$ cat config.mk
export PLATFORM = sky130hd
export DESIGN_NAME = bmhq_cell
export DESIGN_NICKNAME = d
export VERILOG_FILES = /design/src/hdl/bmhq_pkg.sv /design/src/hdl/bmhq_cell.sv
export SDC_FILE = /design/constraint.sdc
export NUM_CORES = 1
export LEC_CHECK = 0
export BUFFER_PORTS_ARGS = -buffer_cell sky130_fd_sc_hd__buf_2
export CORE_AREA = 2 2 148 150
export CTS_CLUSTER_DIAMETER = 30
export DETAILED_ROUTE_END_ITERATION = 10
export DIE_AREA = 0 0 150 152
export GPL_TIMING_DRIVEN = 0
export HOLD_SLACK_MARGIN = 0.1
export SLEW_MARGIN = 20
export SYNTH_ARGS = -nofsm -noshare
export SYNTH_HDL_FRONTEND = slang
export SYNTH_SLANG_ARGS = --single-unit
$ cat constraint.sdc
create_clock -name aclk -period 2.05 [get_ports aclk]
set_input_delay 0.205 -clock aclk [delete_from_list [all_inputs] [get_ports aclk]]
set_output_delay 0.205 -clock aclk [all_outputs]
set_load 0.02 [all_outputs]
$ cat src/hdl/bmhq_pkg.sv
// ============================================================================
// bmhq_pkg
// Shared types, sizes and helpers for the binary min-heap queue: entry
// layout, level/index mapping of heap positions, request and response buses.
// ============================================================================

package bmhq_pkg;

    // heap size and derived widths
    localparam int CAPACITY = 256;
    localparam int PW       = $clog2(CAPACITY + 1);   // position / count width
    localparam int LEVELS   = PW;                     // tree levels, root is level 0
    localparam int LW       = (LEVELS > 1) ? $clog2(LEVELS) : 1;
    localparam int IW       = LEVELS - 1;             // index width within a level
    localparam int OCC_W    = 9;                      // occupancy field width

    typedef logic [PW-1:0] pos_t;
    typedef logic [LW-1:0] lvl_t;
    typedef logic [IW-1:0] idx_t;

    // request opcodes
    localparam logic [1:0] OP_INSERT = 2'd0;
    localparam logic [1:0] OP_DELETE = 2'd1;
    localparam logic [1:0] OP_UPDATE = 2'd2;

    // result status codes
    localparam logic [1:0] ST_OK        = 2'd0;
    localparam logic [1:0] ST_EMPTY     = 2'd1;
    localparam logic [1:0] ST_FULL      = 2'd2;
    localparam logic [1:0] ST_NOT_FOUND = 2'd3;

    // one heap entry
    typedef struct packed {
        logic signed [31:0] key;
        logic [7:0]         item;
    } entry_t;

    // read request broadcast along the cell row
    typedef struct packed {
        logic en;
        lvl_t lvl;
        idx_t idx_a;
        idx_t idx_b;
    } rd_req_t;

    // write request broadcast along the cell row
    typedef struct packed {
        logic   en;
        lvl_t   lvl;
        idx_t   idx;
        entry_t data;
    } wr_req_t;

    // read data travelling back toward the root cell
    typedef struct packed {
        entry_t a;
        entry_t b;
    } rd_rsp_t;

    // controller states
    typedef enum logic [3:0] {
        S_IDLE,
        S_DEL_ROOT,
        S_DEL_LAST,
        S_DEL_MOVE,
        S_UPD_ROOT,
        S_UPD_CHK,
        S_SCAN,
        S_RM_RD,
        S_RM_LAST,
        S_RM_PAR,
        S_UP_RD,
        S_UP_CMP,
        S_DN_RD,
        S_DN_CMP,
        S_FIN,
        S_OUT
    } state_t;

    // signed key compare, a strictly below b
    function automatic logic key_lt(logic signed [31:0] a, logic signed [31:0] b);
        return a < b;
    endfunction

    // level of a heap position (index of its top set bit)
    function automatic lvl_t pos_lvl(pos_t p);
        lvl_t l;
        l = '0;
        for (int b = 0; b < PW; b++) begin
            if (p[b]) begin
                l = LW'(b);
            end
        end
        return l;
    endfunction

    // index of a heap position within its level
    function automatic idx_t pos_idx(pos_t p);
        pos_t one;
        pos_t m;
        one = pos_t'(1);
        m   = p ^ (one << pos_lvl(p));
        return m[IW-1:0];
    endfunction

endpackage

$ cat src/hdl/bmhq_cell.sv
// ============================================================================
// bmhq_cell
// One level cell of the heap row: claims the requests aimed at its level,
// drives its level store, and passes read data from the deeper cell up
// toward the root unless it answers the read itself.
// ============================================================================

module bmhq_cell import bmhq_pkg::*; (
    input  logic    aclk,
    input  logic    aresetn,
    input  lvl_t    cell_lvl,
    input  rd_req_t rd_req,
    input  wr_req_t wr_req,
    input  rd_rsp_t chain_in,
    output rd_rsp_t chain_out,
    output logic    ram_rd_en,
    output idx_t    ram_rd_idx_a,
    output idx_t    ram_rd_idx_b,
    output logic    ram_wr_en,
    output idx_t    ram_wr_idx,
    output entry_t  ram_wr_data,
    input  entry_t  ram_rd_a,
    input  entry_t  ram_rd_b
);

    logic sel_reg;
    logic sel_next;

    // level decode
    always_comb begin
        ram_rd_en    = rd_req.en && (rd_req.lvl == cell_lvl);
        ram_rd_idx_a = rd_req.idx_a;
        ram_rd_idx_b = rd_req.idx_b;
        ram_wr_en    = wr_req.en && (wr_req.lvl == cell_lvl);
        ram_wr_idx   = wr_req.idx;
        ram_wr_data  = wr_req.data;
        sel_next     = ram_rd_en;
    end

    // remember which cell answers the read in flight
    always_ff @(posedge aclk) begin
        if (!aresetn) begin
            sel_reg <= 1'b0;
        end else begin
            sel_reg <= sel_next;
        end
    end

    // read data hop toward the root
    always_comb begin
        if (sel_reg) begin
            chain_out.a = ram_rd_a;
            chain_out.b = ram_rd_b;
        end else begin
            chain_out = chain_in;
        end
    end

endmodule

==> flow_summary_export.csv, run 1 <==
group,metric,value,unit
clocking,cts_resized,0,
pwr,p_leak,1.97,nW
sta,fin_crit,1.54,ns
synth,syn_area,1600,um2
floorplanning,start_util,7.51,%
drt,first_iter_violations,43,
global_routing,met1_usage,7.54,%
critical_path,critPathLaunch,"sel_reg",
critical_path,cpPeakStageDelay,0.36,ns
drt,routed_wl,9630,um
global_routing,grt_usage,7.17,%
place,io_buffer_count,321,
synth,seq_area_frac_synth,1.25,%
critical_path,worstSetupStartpointType,"register",
critical_path,worstPathMaxFanout,10,
critical_path,endpoint_kind,"output pin",
layout,antenna-diode-count,0,
clocking,cts_hold_repair.buffers,0,
drt,dr.pass1.iters,3,
pwr,pwr_density_cell,223,nW/um2
global_routing,grt_pass1_vias,2196,
global_routing,overflow,0,
pwr,netSwitchingFraction,48.2,%
floorplanning,core,21400,um2
sta,timing.hold.ws,0.547,ns
place,hpwl,9090,um
pwr,power,0.000792,W
drt,route.detailed.drc,0,
sta,finalSetupViolCount,0,
critical_path,cpMaxStageDelayCell,"mux2_2",
pwr,p_sw,0.000381,W
global_routing,met2_usage,15.1,%
synth,async_flop_share,0,%
worst_hold_path,hold_path.class,"input pin to register",
floorplanning,die_y,152,um
synth,mappedNetlistNets,410,
run,drv_cap,0,
global_routing,antenna_found_initial,1,
layout,final_area,3560,um2
floorplanning,fp-row-count,54,
synth,netlist_instances,170,
critical_path,crit_top_cell,"buf_2",
sta,rsz0062_at_grt,"no",
synth,synth_edf_count,0,
sta,slew_headroom,81.1,%
sta,drv_slew,0,
synth,synth_seq_cells,1,
global_routing,grt_pass1_wl,12400,um
sta,hold_violations,0,
pwr,seq_power_share,2.6,%
place,globalplace.congestion,0.738,
synth,synth.distinct_cells,17,
sta,final.period_utilization,75.4,%
global_routing,grt.met3_usage,1.44,%
layout,fin_nets,733,
synth,yosys_warnings,0,
critical_path,cp.arrival,1.34,ns
drt,wl_per_cell,12.5,um
drt,num_vias,2406,
critical_path,crit_type,"register to output pin",
pwr,ir_drop,0.0000547,V
layout,fin_util,16.7,%
critical_path,endpoint,"chain_out[45]",
synth,syn_avg_cell_area,9.43,um2
place,placed_cell_area,3560,um2
sta,worst_pin_slew,0.282,ns
critical_path,crit_chain,"buf_2 -> buf_4 -> mux2_2 -> buf_2",
global_routing,grt_most_used_layer,"met2",
floorplanning,die_w,150,um
status,outcome,"finished clean",
sta,max_freq,647,MHz
sta,tns,0,ns
drt,vias_per_cell,3.12,
pwr,p_int,0.000411,W
pwr,power_frac_clock,0,%
layout,largest_register_ffs,1,
clocking,postCtsSetupBuffers,0,
floorplanning,io_pins,386,
layout,drive_above_1_share,96.9,%
layout,area_growth,122,%
clocking,clk_pin_slew,0,ns
pwr,power_frac_comb,97.4,%
critical_path,crit_required,1.85,ns
global_routing,grt_max_degree,11,
floorplanning,die_area,22800,um2
synth,ys.flop_type,"dfxtp_1",
drt,detail-route-antenna-nets,0,
==> cells in the mapped netlist, drive strengths merged (2+ instances only) <==
master | instances | area share (%)
mux2 | 80 | 56
buf | 73 | 35
xor2 | 4 | 2.2
inv | 2 | 0.47
==> layout make-up <==
cell class / count / area [um2]
Fill cell: 2412 / 17800
Sequential cell: 1 / 20.0
Buffer: 73 / 561
Inverter: 2 / 7.51
Multi-Input combinational cell: 94 / 1010
Tap cell: 280 / 350
Timing Repair Buffer: 321 / 1610
==> logic make-up (layout without fill, tap and decap cells) <==
| family | Yosys count | count (layout) | synth area share, % |
|---|---|---|---|
| AO/OA/AOI/OAI | 2 | 2 | 1.17 |
| flip-flops | 1 | 1 | 1.25 |
| AND/OR/NAND/NOR | 7 | 7 | 3.20 |
| XOR/XNOR | 5 | 5 | 2.73 |
| buffers and inverters | 75 | 396 | 35.4 |
| multiplexers | 80 | 80 | 56.2 |
==> cell usage in the layout, fill, tap and decap left out <==
cell type,count
a221o_1,1
inv_1,2
xnor2_1,1
or2b_2,1
nand2_1,1
nor4b_2,1
nor3_1,1
nor4_1,1
buf_6,4
dfxtp_1,1
buf_4,68
buf_2,322
xor2_1,4
nand2b_1,1
nor2b_1,1
o2111ai_1,1
mux2_2,80
==> power by group through the flow <==
stage,registers (W),clock network (W),logic (W)
6_report,0.0000203,0,0.000772
2_1_floorplan,0.0000203,0,0.000447
3_3_place_gp,0.0000203,0,0.000771
4_1_cts,0.0000203,0,0.000781
3_5_place_dp,0.0000203,0,0.000777
5_1_grt,0.0000203,0,0.000824
==> stage by stage <==
| step | instances | setup WS, ns |
|---|---|---|
| after floorplan | 170 | 0.748 |
| after global placement | 771 | 0.417 |
| after CTS | 771 | 0.422 |
| after global routing | 771 | 0.418 |
| final | 771 | 0.505 |
| after detailed placement | 771 | 0.422 |
==> how the worst min path moves through the flow <==
stage / startpoint / to / cells past startpoint
6_report: aresetn / sel_reg / 2
4_1_cts: aresetn / sel_reg / 2
3_5_place_dp: aresetn / sel_reg / 2
2_1_floorplan: aresetn / sel_reg / 1
5_1_grt: aresetn / sel_reg / 2
3_3_place_gp: aresetn / sel_reg / 2
==> layer usage <==
metal | share of wire, % | wire, um
met1 | 35 | 3370
met2 | 53 | 5110
met3 | 12 | 1140
met4 | 0.042 | 4
met5 | 0.13 | 13
==> critical path, delay by kind of cell, from the launching register on <==
kind	cells	cell delay, ns
DFF	1	0.28
muxes	1	0.36
buffers and inverters	3	0.69
(Power assumes the default switching activity.)
==> run 2: changes to the inputs <==
- clock period: 2.05 -> 1.4 ns (I/O delays scaled with it)
==> run 2 against run 1 <==
Setup slack worse by 0.45 ns. Design area is 0.28% higher. Critical path depth stayed put. Die area stayed put. Highest routed layer unchanged. Worst hold slack worse by 0.073 ns. Sequential share of layout area hardly changed. Sequential power is 47% higher.
==> flow_summary_export.csv, run 2 (synthesized netlist as in run 1, its figures left out) <==
group,metric,value,unit
layout,layout_common_cells,"buf_2, mux2_2, buf_4",
layout,area_growth,123,%
place,hpwl,9090,um
layout,drive_above_1_share,96.9,%
drt,num_vias,2409,
place,pre_cts_ws,-0.163,ns
sta,drv_slew,0,
floorplanning,die_y,152,um
drt,first_iter_violations,42,
layout,largest_register_ffs,1,
drt,route.detailed.drc,0,
critical_path,cpMaxStageDelayCell,"mux2_2",
drt,dr.pass1.iters,3,
floorplanning,start_util,7.51,%
drt,vias_per_cell,3.12,
sta,finalSetupViolCount,0,
place,globalplace.congestion,0.738,
sta,setup_ws,0.0579,ns
sta,slew_headroom,81.1,%
sta,fin_crit,1.34,ns
global_routing,overflow,0,
pwr,pwr_density_cell,325,nW/um2
global_routing,grt_max_degree,11,
sta,hold_violations,0,
critical_path,cpPeakStageDelay,0.35,ns
worst_hold_path,hold_path.class,"input pin to register",
sta,max_freq,745,MHz
critical_path,endpoint_kind,"output pin",
global_routing,antenna_found_initial,1,
floorplanning,die_area,22800,um2
sta,final.period_utilization,95.9,%
clocking,postCtsSetupBuffers,0,
critical_path,crit_type,"register to output pin",
place,io_buffer_count,321,
critical_path,worstSetupStartpointType,"register",
clocking,clk_pin_slew,0,ns
sta,rsz0062_at_grt,"no",
place,placed_cell_area,3560,um2
critical_path,worstPathMaxFanout,10,
sta,worst_pin_slew,0.282,ns
global_routing,grt_pass1_wl,12400,um
layout,instances_no_fill,771,
layout,final_area,3570,um2
critical_path,cp.arrival,1.20,ns
place,dp.cells,771,
drt,wl_per_cell,12.5,um
status,outcome,"finished clean",
critical_path,crit_chain,"buf_6 -> buf_4 -> mux2_2 -> buf_2",
layout,fin_nets,733,
floorplanning,die_w,150,um
pwr,p_leak,1.97,nW
pwr,ir_drop,0.0000801,V
layout,antenna-diode-count,0,
sta,timing.hold.ws,0.475,ns
floorplanning,core,21400,um2
floorplanning,fp-row-count,54,
floorplanning,io_pins,386,
drt,routed_wl,9640,um
global_routing,grt_pass1_vias,2196,
drt,detail-route-antenna-nets,0,
run,drv_cap,0,
layout,final_common_cell,"buf_2",
critical_path,crit_required,1.26,ns
global_routing,grt_usage,7.17,%
==> run 2: report_power, final <==
group / leakage, nW / internal, W / switching [W]
registers: 0.00808 / 0.0000296 / 0.000000255
clock network: 0 / 0 / 0
logic: 1.96 / 0.000573 / 0.000558
==> run 2: stage by stage <==
stage	setup TNS [ns]	util (%)	total power (W)
floorplan	0	-	0.000684
global placement	-8.03	16.7	0.00116
detailed placement	-7.80	16.7	0.00117
CTS	0	16.7	0.00117
global route	0	16.7	0.00124
finish	0	16.7	0.00116
==> run 2: worst max-delay path, delay by kind of cell, from the launching register on <==
family | cells | cell delay, ns
buffers and inverters | 3 | 0.54
flip-flops | 1 | 0.31
multiplexers | 1 | 0.35
==> run 2: layer usage <==
layer | track usage, % | up-vias | routed length, um
met5 | 0 | - | 13
met3 | 1.44 | 2 | 1130
li1 | - | 1170 | -
met4 | 0 | 2 | 4
met2 | 15.1 | 224 | 5110
met1 | 7.54 | 1011 | 3370
==> run 2: final timing paths <==
| path | from | end | slack [ns] | cells past startpoint |
|---|---|---|---|---|
| worst min-delay path | aresetn | sel_reg | 0.47 | 2 |
| worst max-delay path | sel_reg | chain_out[36] | 0.06 | 4 |
==> run 2: timing repair <==
action                                  CTS  global route
resized for setup                         3             0
hold buffers                              0             0
endpoints found under the setup margin   80             0
==> run 2: area by class of cell <==
cell class / instances / area, um2
Buffer: 73 / 571
Fill cell: 2409 / 17800
Inverter: 2 / 7.51
Multi-Input combinational cell: 94 / 1010
Sequential cell: 1 / 20.0
Tap cell: 280 / 350
Timing Repair Buffer: 321 / 1610
