## config.mk

```make
export PLATFORM = sky130hd
export DESIGN_NAME = bmhq_ram
export DESIGN_NICKNAME = d
export VERILOG_FILES = /design/src/hdl/bmhq_pkg.sv /design/src/hdl/bmhq_ram.sv
export SDC_FILE = /design/constraint.sdc
export NUM_CORES = 1
export LEC_CHECK = 0
export ABC_CLOCK_PERIOD_IN_PS = 3150
export BUFFER_PORTS_ARGS = -buffer_cell sky130_fd_sc_hd__buf_2
export CORE_MARGIN = 4
export CORE_UTILIZATION = 56
export CTS_BUF_LIST = sky130_fd_sc_hd__clkbuf_8
export CTS_CLUSTER_SIZE = 10
export DETAILED_ROUTE_END_ITERATION = 10
export GPL_TIMING_DRIVEN = 0
export PLACE_DENSITY = 0.82
export SYNTH_ARGS = -nofsm -noshare
export SYNTH_HDL_FRONTEND = slang
export SYNTH_SLANG_ARGS = --single-unit
```

## constraint.sdc

```tcl
create_clock -name aclk -period 3.15 [get_ports aclk]
set_input_delay 0.63 -clock aclk [delete_from_list [all_inputs] [get_ports aclk]]
set_output_delay 0.63 -clock aclk [all_outputs]
set_load 0.02 [all_outputs]
```

## src/hdl/bmhq_pkg.sv

```systemverilog
// ============================================================================
// bmhq_pkg
// Shared types, sizes and helpers for the binary min-heap queue: entry
// layout, level/index mapping of heap positions, request and response buses.
// ============================================================================

package bmhq_pkg;

    // heap size and derived widths
    localparam int CAPACITY = 256;
    localparam int PW       = $clog2(CAPACITY + 1);   // position / count width
    localparam int LEVELS   = PW;                     // tree levels, root is level 0
    localparam int LW       = (LEVELS > 1) ? $clog2(LEVELS) : 1;
    localparam int IW       = LEVELS - 1;             // index width within a level
    localparam int OCC_W    = 9;                      // occupancy field width

    typedef logic [PW-1:0] pos_t;
    typedef logic [LW-1:0] lvl_t;
    typedef logic [IW-1:0] idx_t;

    // request opcodes
    localparam logic [1:0] OP_INSERT = 2'd0;
    localparam logic [1:0] OP_DELETE = 2'd1;
    localparam logic [1:0] OP_UPDATE = 2'd2;

    // result status codes
    localparam logic [1:0] ST_OK        = 2'd0;
    localparam logic [1:0] ST_EMPTY     = 2'd1;
    localparam logic [1:0] ST_FULL      = 2'd2;
    localparam logic [1:0] ST_NOT_FOUND = 2'd3;

    // one heap entry
    typedef struct packed {
        logic signed [31:0] key;
        logic [7:0]         item;
    } entry_t;

    // read request broadcast along the cell row
    typedef struct packed {
        logic en;
        lvl_t lvl;
        idx_t idx_a;
        idx_t idx_b;
    } rd_req_t;

    // write request broadcast along the cell row
    typedef struct packed {
        logic   en;
        lvl_t   lvl;
        idx_t   idx;
        entry_t data;
    } wr_req_t;

    // read data travelling back toward the root cell
    typedef struct packed {
        entry_t a;
        entry_t b;
    } rd_rsp_t;

    // controller states
    typedef enum logic [3:0] {
        S_IDLE,
        S_DEL_ROOT,
        S_DEL_LAST,
        S_DEL_MOVE,
        S_UPD_ROOT,
        S_UPD_CHK,
        S_SCAN,
        S_RM_RD,
        S_RM_LAST,
        S_RM_PAR,
        S_UP_RD,
        S_UP_CMP,
        S_DN_RD,
        S_DN_CMP,
        S_FIN,
        S_OUT
    } state_t;

    // signed key compare, a strictly below b
    function automatic logic key_lt(logic signed [31:0] a, logic signed [31:0] b);
        return a < b;
    endfunction

    // level of a heap position (index of its top set bit)
    function automatic lvl_t pos_lvl(pos_t p);
        lvl_t l;
        l = '0;
        for (int b = 0; b < PW; b++) begin
            if (p[b]) begin
                l = LW'(b);
            end
        end
        return l;
    endfunction

    // index of a heap position within its level
    function automatic idx_t pos_idx(pos_t p);
        pos_t one;
        pos_t m;
        one = pos_t'(1);
        m   = p ^ (one << pos_lvl(p));
        return m[IW-1:0];
    endfunction

endpackage

```

## src/hdl/bmhq_ram.sv

```systemverilog
// ============================================================================
// bmhq_ram
// Storage of one heap level: one write port, two read ports, registered
// read data.
// ============================================================================

module bmhq_ram import bmhq_pkg::*; #(
    parameter int  DEPTH = 2,
    localparam int AW    = (DEPTH > 1) ? $clog2(DEPTH) : 1
) (
    input  logic                   aclk,
    input  logic                   wr_en,
    input  logic [AW-1:0]          wr_addr,
    input  entry_t                 wr_data,
    input  logic                   rd_en,
    input  logic [AW-1:0]          rd_addr_a,
    input  logic [AW-1:0]          rd_addr_b,
    output entry_t                 rd_data_a,
    output entry_t                 rd_data_b
);

    entry_t mem [DEPTH];
    entry_t rd_a_reg;
    entry_t rd_b_reg;

    // write port
    always_ff @(posedge aclk) begin
        if (wr_en) begin
            mem[wr_addr] <= wr_data;
        end
    end

    // two registered read ports
    always_ff @(posedge aclk) begin
        if (rd_en) begin
            rd_a_reg <= mem[rd_addr_a];
            rd_b_reg <= mem[rd_addr_b];
        end
    end

    assign rd_data_a = rd_a_reg;
    assign rd_data_b = rd_b_reg;

endmodule

```

==> impl_metrics.py, run 1 <==
metrics = {
    "run_status": {
        "status": "complete, no violations",
    },
    "critical_path": {
        "max_stage_delay_ns": 0.40,
        "worstReg2RegEnd": "rd_data_a[28]",
        "end_kind": "primary output",
        "worstPathMaxFanout": 1,
        "critPathKind": "flip-flop to primary output",
        "reg2regPathDepth": 1,
        "cp.depth": 1,
        "slowest_stage": "edfxtp_1",
        "crit_buf_inv": 1,
        "startpoint_type": "flip-flop",
        "endpoint": "rd_data_a[17]",
        "crit_arrival_ns": 1.00,
        "r2r_slack_ns": 2.21,
        "required_ns": 2.52,
        "cp-startpoint": "rd_data_a[17]",
        "cp_top_family": "flip-flops",
        "cp_cell_sequence": "buf_2",
        "worst_r2r_startpoint": "mem[0][28]",
    },
    "min_path": {
        "hold_path.class": "input pin to flip-flop",
    },
    "clocking": {
        "post-cts-setup-buffer-count": 0,
        "cts_resized": 0,
        "ctsHoldBuffers": 0,
        "cts_root_buffer": "clkbuf_8",
        "h-tree-depth": 4,
        "clk_path_buf_depth": 2,
        "clock_sinks": 160,
        "path_clk_slew_ns": 0.08,
        "cts_tree": "yes",
        "insertion_delay_ns": 0.42,
        "cts_buffers": 17,
    },
    "timing": {
        "fin_skew_ns": 0.008773,
        "min_period_over_period_pct": 51.80,
        "slew_viol_final": 0,
        "rsz0062_at_grt": "false",
        "slew_headroom_pct": 31.51,
        "hold_viol_final": 0,
        "tightest_slew_ns": 1.027,
        "setup_viol": 0,
        "fmax_mhz": 612.8,
        "period_needed_ns": 1.632,
    },
    "route": {
        "drc": 0,
        "routed-via-count": 2826,
        "wirelength_um": 9912,
        "firstDrtPassIters": 4,
        "drt.antenna.violating_nets": 0,
        "routedWlPerCell_um": 18.36,
        "vias_per_cell": 5.233,
        "drt_iter0_drc": 108,
    },
    "global_routing": {
        "met2_usage_pct": 29.94,
        "grt_max_degree": 81,
        "use_met1_pct": 19.66,
        "grtUsageTotal_pct": 17.35,
        "grt_overflow_total": 0,
        "grt_pass1_wl_um": 15000,
        "grt_pass1_vias": 2945,
        "use_met3_pct": 6.400,
        "antenna_found_initial": 0,
        "top_usage_layer": "met2",
    },
    "yosys": {
        "syn_avg_cell_area_um2": 23.23,
        "ys_types": 5,
        "syn-num-nets": 296,
        "ys_warn_count": 0,
        "syn_inst": 250,
        "syn_area_mm2": 0.005808,
        "synth_seq_area_share_pct": 82.72,
        "ys_seq_elements": 160,
    },
    "cells_and_area": {
        "layout.cells.non_filler": 540,
        "area_delta_synth_final_pct": 21.71,
        "nets": 440,
        "antenna_cells": 0,
        "drive_above_1_share_pct": 59.95,
    },
    "pwr": {
        "pwr_density_cell_mw_per_mm2": 641.8,
        "leakage_nw": 2.621,
        "ir_drop_uv": 394.3,
        "power_mw": 4.537,
    },
    "run": {
        "drv_cap": 0,
    },
    "floorplan": {
        "die_h_um": 109.8,
        "pin_count": 126,
        "dieArea_mm2": 0.01206,
        "die_width_um": 109.8,
        "placementRows": 36,
        "core_area_mm2": 0.009955,
        "start_util_pct": 58.35,
    },
    "placed_design": {
        "place_inst": 508,
        "dp_hpwl_um": 6297,
        "portBuffers": 123,
        "gp_congestion": 0.7422,
    },
}
-- final cells by class --
| cell class | instances | area (µm²) |
|---|---|---|
| clock inverter | 15 | 193.9 |
| buffer | 8 | 90.09 |
| timing repair buffer | 125 | 658.1 |
| multi-input combinational | 82 | 922.1 |
| tap | 133 | 166.4 |
| sequential | 160 | 4805 |
| clock buffer | 17 | 234.0 |
| fill | 635 | 2885 |
-- report_power, final --
part,total [mW],switching [mW],internal [mW]
Combinational,0.391,0.226,0.165
Clock,1.57,0.713,0.859
Sequential,2.57,0.0510,2.52
-- registers in the layout, indices dropped and copies added (netlist names) --
register   cells
mem           80
rd_data_a     40
rd_data_b     40
-- worst min path at each step --
stage,startpoint,end,slack [ns],depth (start not counted)
2_1_floorplan,mem[1][0],rd_data_a[0],0.54,1
6_report,wr_data[8],mem[1][8],0.39,1
4_1_cts,wr_data[3],mem[1][3],0.36,1
3_5_place_dp,mem[1][20],rd_data_a[20],0.56,1
3_3_place_gp,mem[1][13],rd_data_a[13],0.55,1
5_1_grt,wr_data[3],mem[0][3],0.34,1
-- synth_stat cells, drive strengths merged --
cell,number,area (µm²)
edfxtp,160,4805
mux2,80,900.9
buf,8,90.09
and2,1,6.260
nor2b,1,6.260
-- metal layers --
layer / share of wire, % / wire length [µm]
met3: 7.2 / 718
met2: 55 / 5468
met5: 0 / 0
met4: 1.2 / 123
met1: 36 / 3601
-- through the flow --
stage	setup WS [ns]	instance area, µm²	hold slack, ns	TNS (ns)	util (%)
floorplan	0.2726	5808	0.5441	0	-
detailed placement	1.280	6641	0.5569	0	66.72
CTS	1.485	7069	0.3563	0	71.02
finish	1.518	7069	0.3908	0	71.02
global route	1.454	7069	0.3403	0	71.02
global placement	-0.9847	6590	0.5464	-39.28	66.20
-- layout by cell type, fill, tap and decap left out, types with 2 or more instances in the layout --
cell / n
edfxtp_1: 160
buf_2: 122
buf_12: 2
buf_6: 8
inv_1: 2
clkbuf_8: 17
clkinv_4: 3
mux2_2: 80
clkinvlp_4: 3
bufinv_16: 4
-- cells by family after synthesis --
group	share of synthesized area (%)
AND/OR/NAND/NOR	0.2156
flip-flops	82.72
multiplexers	15.51
buffers and inverters	1.551
No activity file was read; power rests on OpenSTA's default activity.
==> run 2, diff against run 1 <==
ABC_AREA = 1   (was default)
ABC_CLOCK_PERIOD_IN_PS = 1500   (was 3150)
CORE_UTILIZATION = 51   (was 56)
PLACE_DENSITY = 0.78   (was 0.82)
clock period = 1.5 ns   (was 3.15 ns; I/O delays follow)
==> run 2 against run 1 <==
Net effect:
- critical path depth increased by 2
- design area about the same
- largest power group unchanged
- highest routed layer unchanged
- core utilization decreased by 7.2 points
- critical endpoint is now mem[1][17]
- count of clock-buffer cells in the layout unchanged
==> impl_metrics.py, run 2 <==
metrics = {
    "clocking": {
        "clock_sinks": 160,
        "path_clk_slew_ns": 0.08,
        "insertion_delay_ns": 0.41,
        "post-cts-setup-buffer-count": 0,
        "cts_tree": "yes",
        "ctsHoldBuffers": 0,
        "cts_buffers": 17,
        "h-tree-depth": 4,
        "cts_root_buffer": "clkbuf_8",
        "cts_resized": 0,
        "clk_path_buf_depth": 2,
    },
    "timing": {
        "rsz0062_at_grt": "false",
        "tightest_slew_ns": 1.151,
        "fmax_mhz": 710.5,
        "hold_viol_final": 0,
        "whs_ns": 0.06580,
        "setup_viol": 0,
        "period_needed_ns": 1.407,
        "fin_skew_ns": 0.006145,
        "tns_ns": 0,
        "min_period_over_period_pct": 93.83,
        "slew_headroom_pct": 23.12,
        "slew_viol_final": 0,
    },
    "critical_path": {
        "critPathKind": "input pin to flip-flop",
        "end_kind": "flip-flop",
        "max_stage_delay_ns": 0.73,
        "cp_cell_sequence": "buf_2 > nand2_1 > clkinvlp_4",
        "slowest_stage": "clkinvlp_4",
        "worstPathMaxFanout": 40,
        "crit_arrival_ns": 1.28,
        "cp_top_family": "buffers and inverters",
        "crit_buf_inv": 2,
        "startpoint_type": "input pin",
        "required_ns": 1.38,
    },
    "pwr": {
        "p_int_mw": 7.160,
        "switching_share_pct": 22.72,
        "ir_drop_uv": 705.6,
        "power_mw": 9.265,
        "pwr_density_cell_mw_per_mm2": 1311,
        "p_comb_share_pct": 8.8,
        "clkPwrFrac_pct": 32.8,
        "seqPwrFrac_pct": 58.4,
        "p_switching_mw": 2.105,
        "leakage_nw": 3.043,
    },
    "yosys": {
        "synth_ff_type": "edfxtp_1",
        "syn-num-nets": 470,
        "syn_avg_cell_area_um2": 13.86,
        "syn_area_mm2": 0.005878,
        "ys_warn_count": 0,
        "ys_types": 9,
        "synthArstFlopShare_pct": 0,
        "synth_common_cells": "nand2_1, edfxtp_1, buf_6, buf_2, clkbuf_4",
        "synth_edf_count": 160,
        "yosysTopAreaCell": "edfxtp_1",
        "syn_inst": 424,
        "synth_seq_area_share_pct": 81.74,
        "ys_seq_elements": 160,
        "synth_most_common_cell": "nand2_1",
        "synth_top_area_share_pct": 81.74,
        "netlist_top_cells_area": "edfxtp_1, nand2_1, buf_6",
    },
    "floorplan": {
        "start_util_pct": 53.06,
        "placementRows": 38,
        "die_h_um": 115.4,
        "dieArea_mm2": 0.01331,
        "die_width_um": 115.4,
        "pin_count": 126,
        "core_area_mm2": 0.01108,
    },
    "route": {
        "drc": 0,
        "routed-via-count": 3503,
        "drt.antenna.violating_nets": 0,
        "drt_iter0_drc": 211,
        "firstDrtPassIters": 4,
        "routedWlPerCell_um": 15.02,
        "wirelength_um": 10770,
        "vias_per_cell": 4.886,
    },
    "cells_and_area": {
        "nets": 612,
        "area_delta_synth_final_pct": 20.22,
        "antenna_cells": 0,
        "finalInstanceArea_mm2": 0.007067,
        "largest_register_ff_count": 80,
        "regMostFlops": "mem",
        "mostFrequentLayoutCells": "nand2_1, edfxtp_1, buf_2, clkbuf_8, buf_6",
        "fin_util_pct": 63.79,
        "drive_above_1_share_pct": 29.64,
        "layout_commonest_cell": "nand2_1",
    },
    "global_routing": {
        "grt_max_degree": 81,
        "grt_pass1_wl_um": 16930,
        "grt_overflow_total": 0,
        "grtUsageTotal_pct": 17.13,
        "antenna_found_initial": 0,
        "grt_pass1_vias": 3467,
    },
    "min_path": {
        "hold_path.class": "input pin to flip-flop",
    },
    "placed_design": {
        "dp_hpwl_um": 7161,
        "place_area_mm2": 0.006683,
        "gp_congestion": 0.7251,
        "portBuffers": 123,
    },
    "run": {
        "drv_cap": 0,
    },
    "run_status": {
        "status": "complete, no violations",
    },
}
run 2: worst reg2reg max path: stages (launching register included):
cell	delay (ns)
edfxtp_1	0.41
nand2_1	0.09
nand2_1	0.06
run 2: per-stage QoR:
step                      std cells  setup WS (ns)
after floorplan                 424         0.1561
after global placement          687        -0.4518
after detailed placement        687        -0.3558
after CTS                       717        0.09043
after global routing            717        0.03696
final                           717        0.09250
run 2: final timing paths:
kind                from             to  slack (ns)  depth (start not counted)
max reg2reg   mem[1][29]  rd_data_a[29]        0.71                          2
max              wr_addr     mem[1][17]        0.09                          3
min reg2reg   mem[0][24]  rd_data_a[24]        0.54                          2
min          wr_data[37]     mem[1][37]        0.07                          1
run 2: power groups by stage:
| stage | Clock, mW | Sequential [mW] | Combinational [mW] |
|---|---|---|---|
| 2_1_floorplan | 0 | 5.70 | 0.272 |
| 3_3_place_gp | 0 | 5.49 | 0.804 |
| 3_5_place_dp | 0 | 5.51 | 0.830 |
| 4_1_cts | 3.11 | 5.41 | 0.831 |
| 5_1_grt | 3.32 | 5.44 | 0.902 |
| 6_report | 3.04 | 5.41 | 0.815 |
run 2: layer usage:
metal | vias up | wire length (µm) | GRT usage [%]
met4 | 0 | 38 | 6.808
met5 | - | 0 | 0
li1 | 1712 | - | -
met3 | 2 | 841 | 4.211
met1 | 1644 | 4031 | 19.35
met2 | 145 | 5854 | 31.10
run 2: cell families (layout without fill, tap and decap cells):
family | count (synthesis) | count (layout) | share of synthesized area [%]
simple gates | 242 | 242 | 15.45
buf+inv | 22 | 175 | 2.810
flops | 160 | 160 | 81.74
run 2: area by class of cell:
cell class	count	area (µm²)
Inverter	4	18.77
Buffer	18	150.1
Timing Repair Buffer	123	618.1
Fill cell	828	4011
Clock buffer	17	234.0
Sequential cell	160	4805
Tap cell	140	175.2
Clock inverter	13	150.1
Multi-Input combinational cell	242	915.9
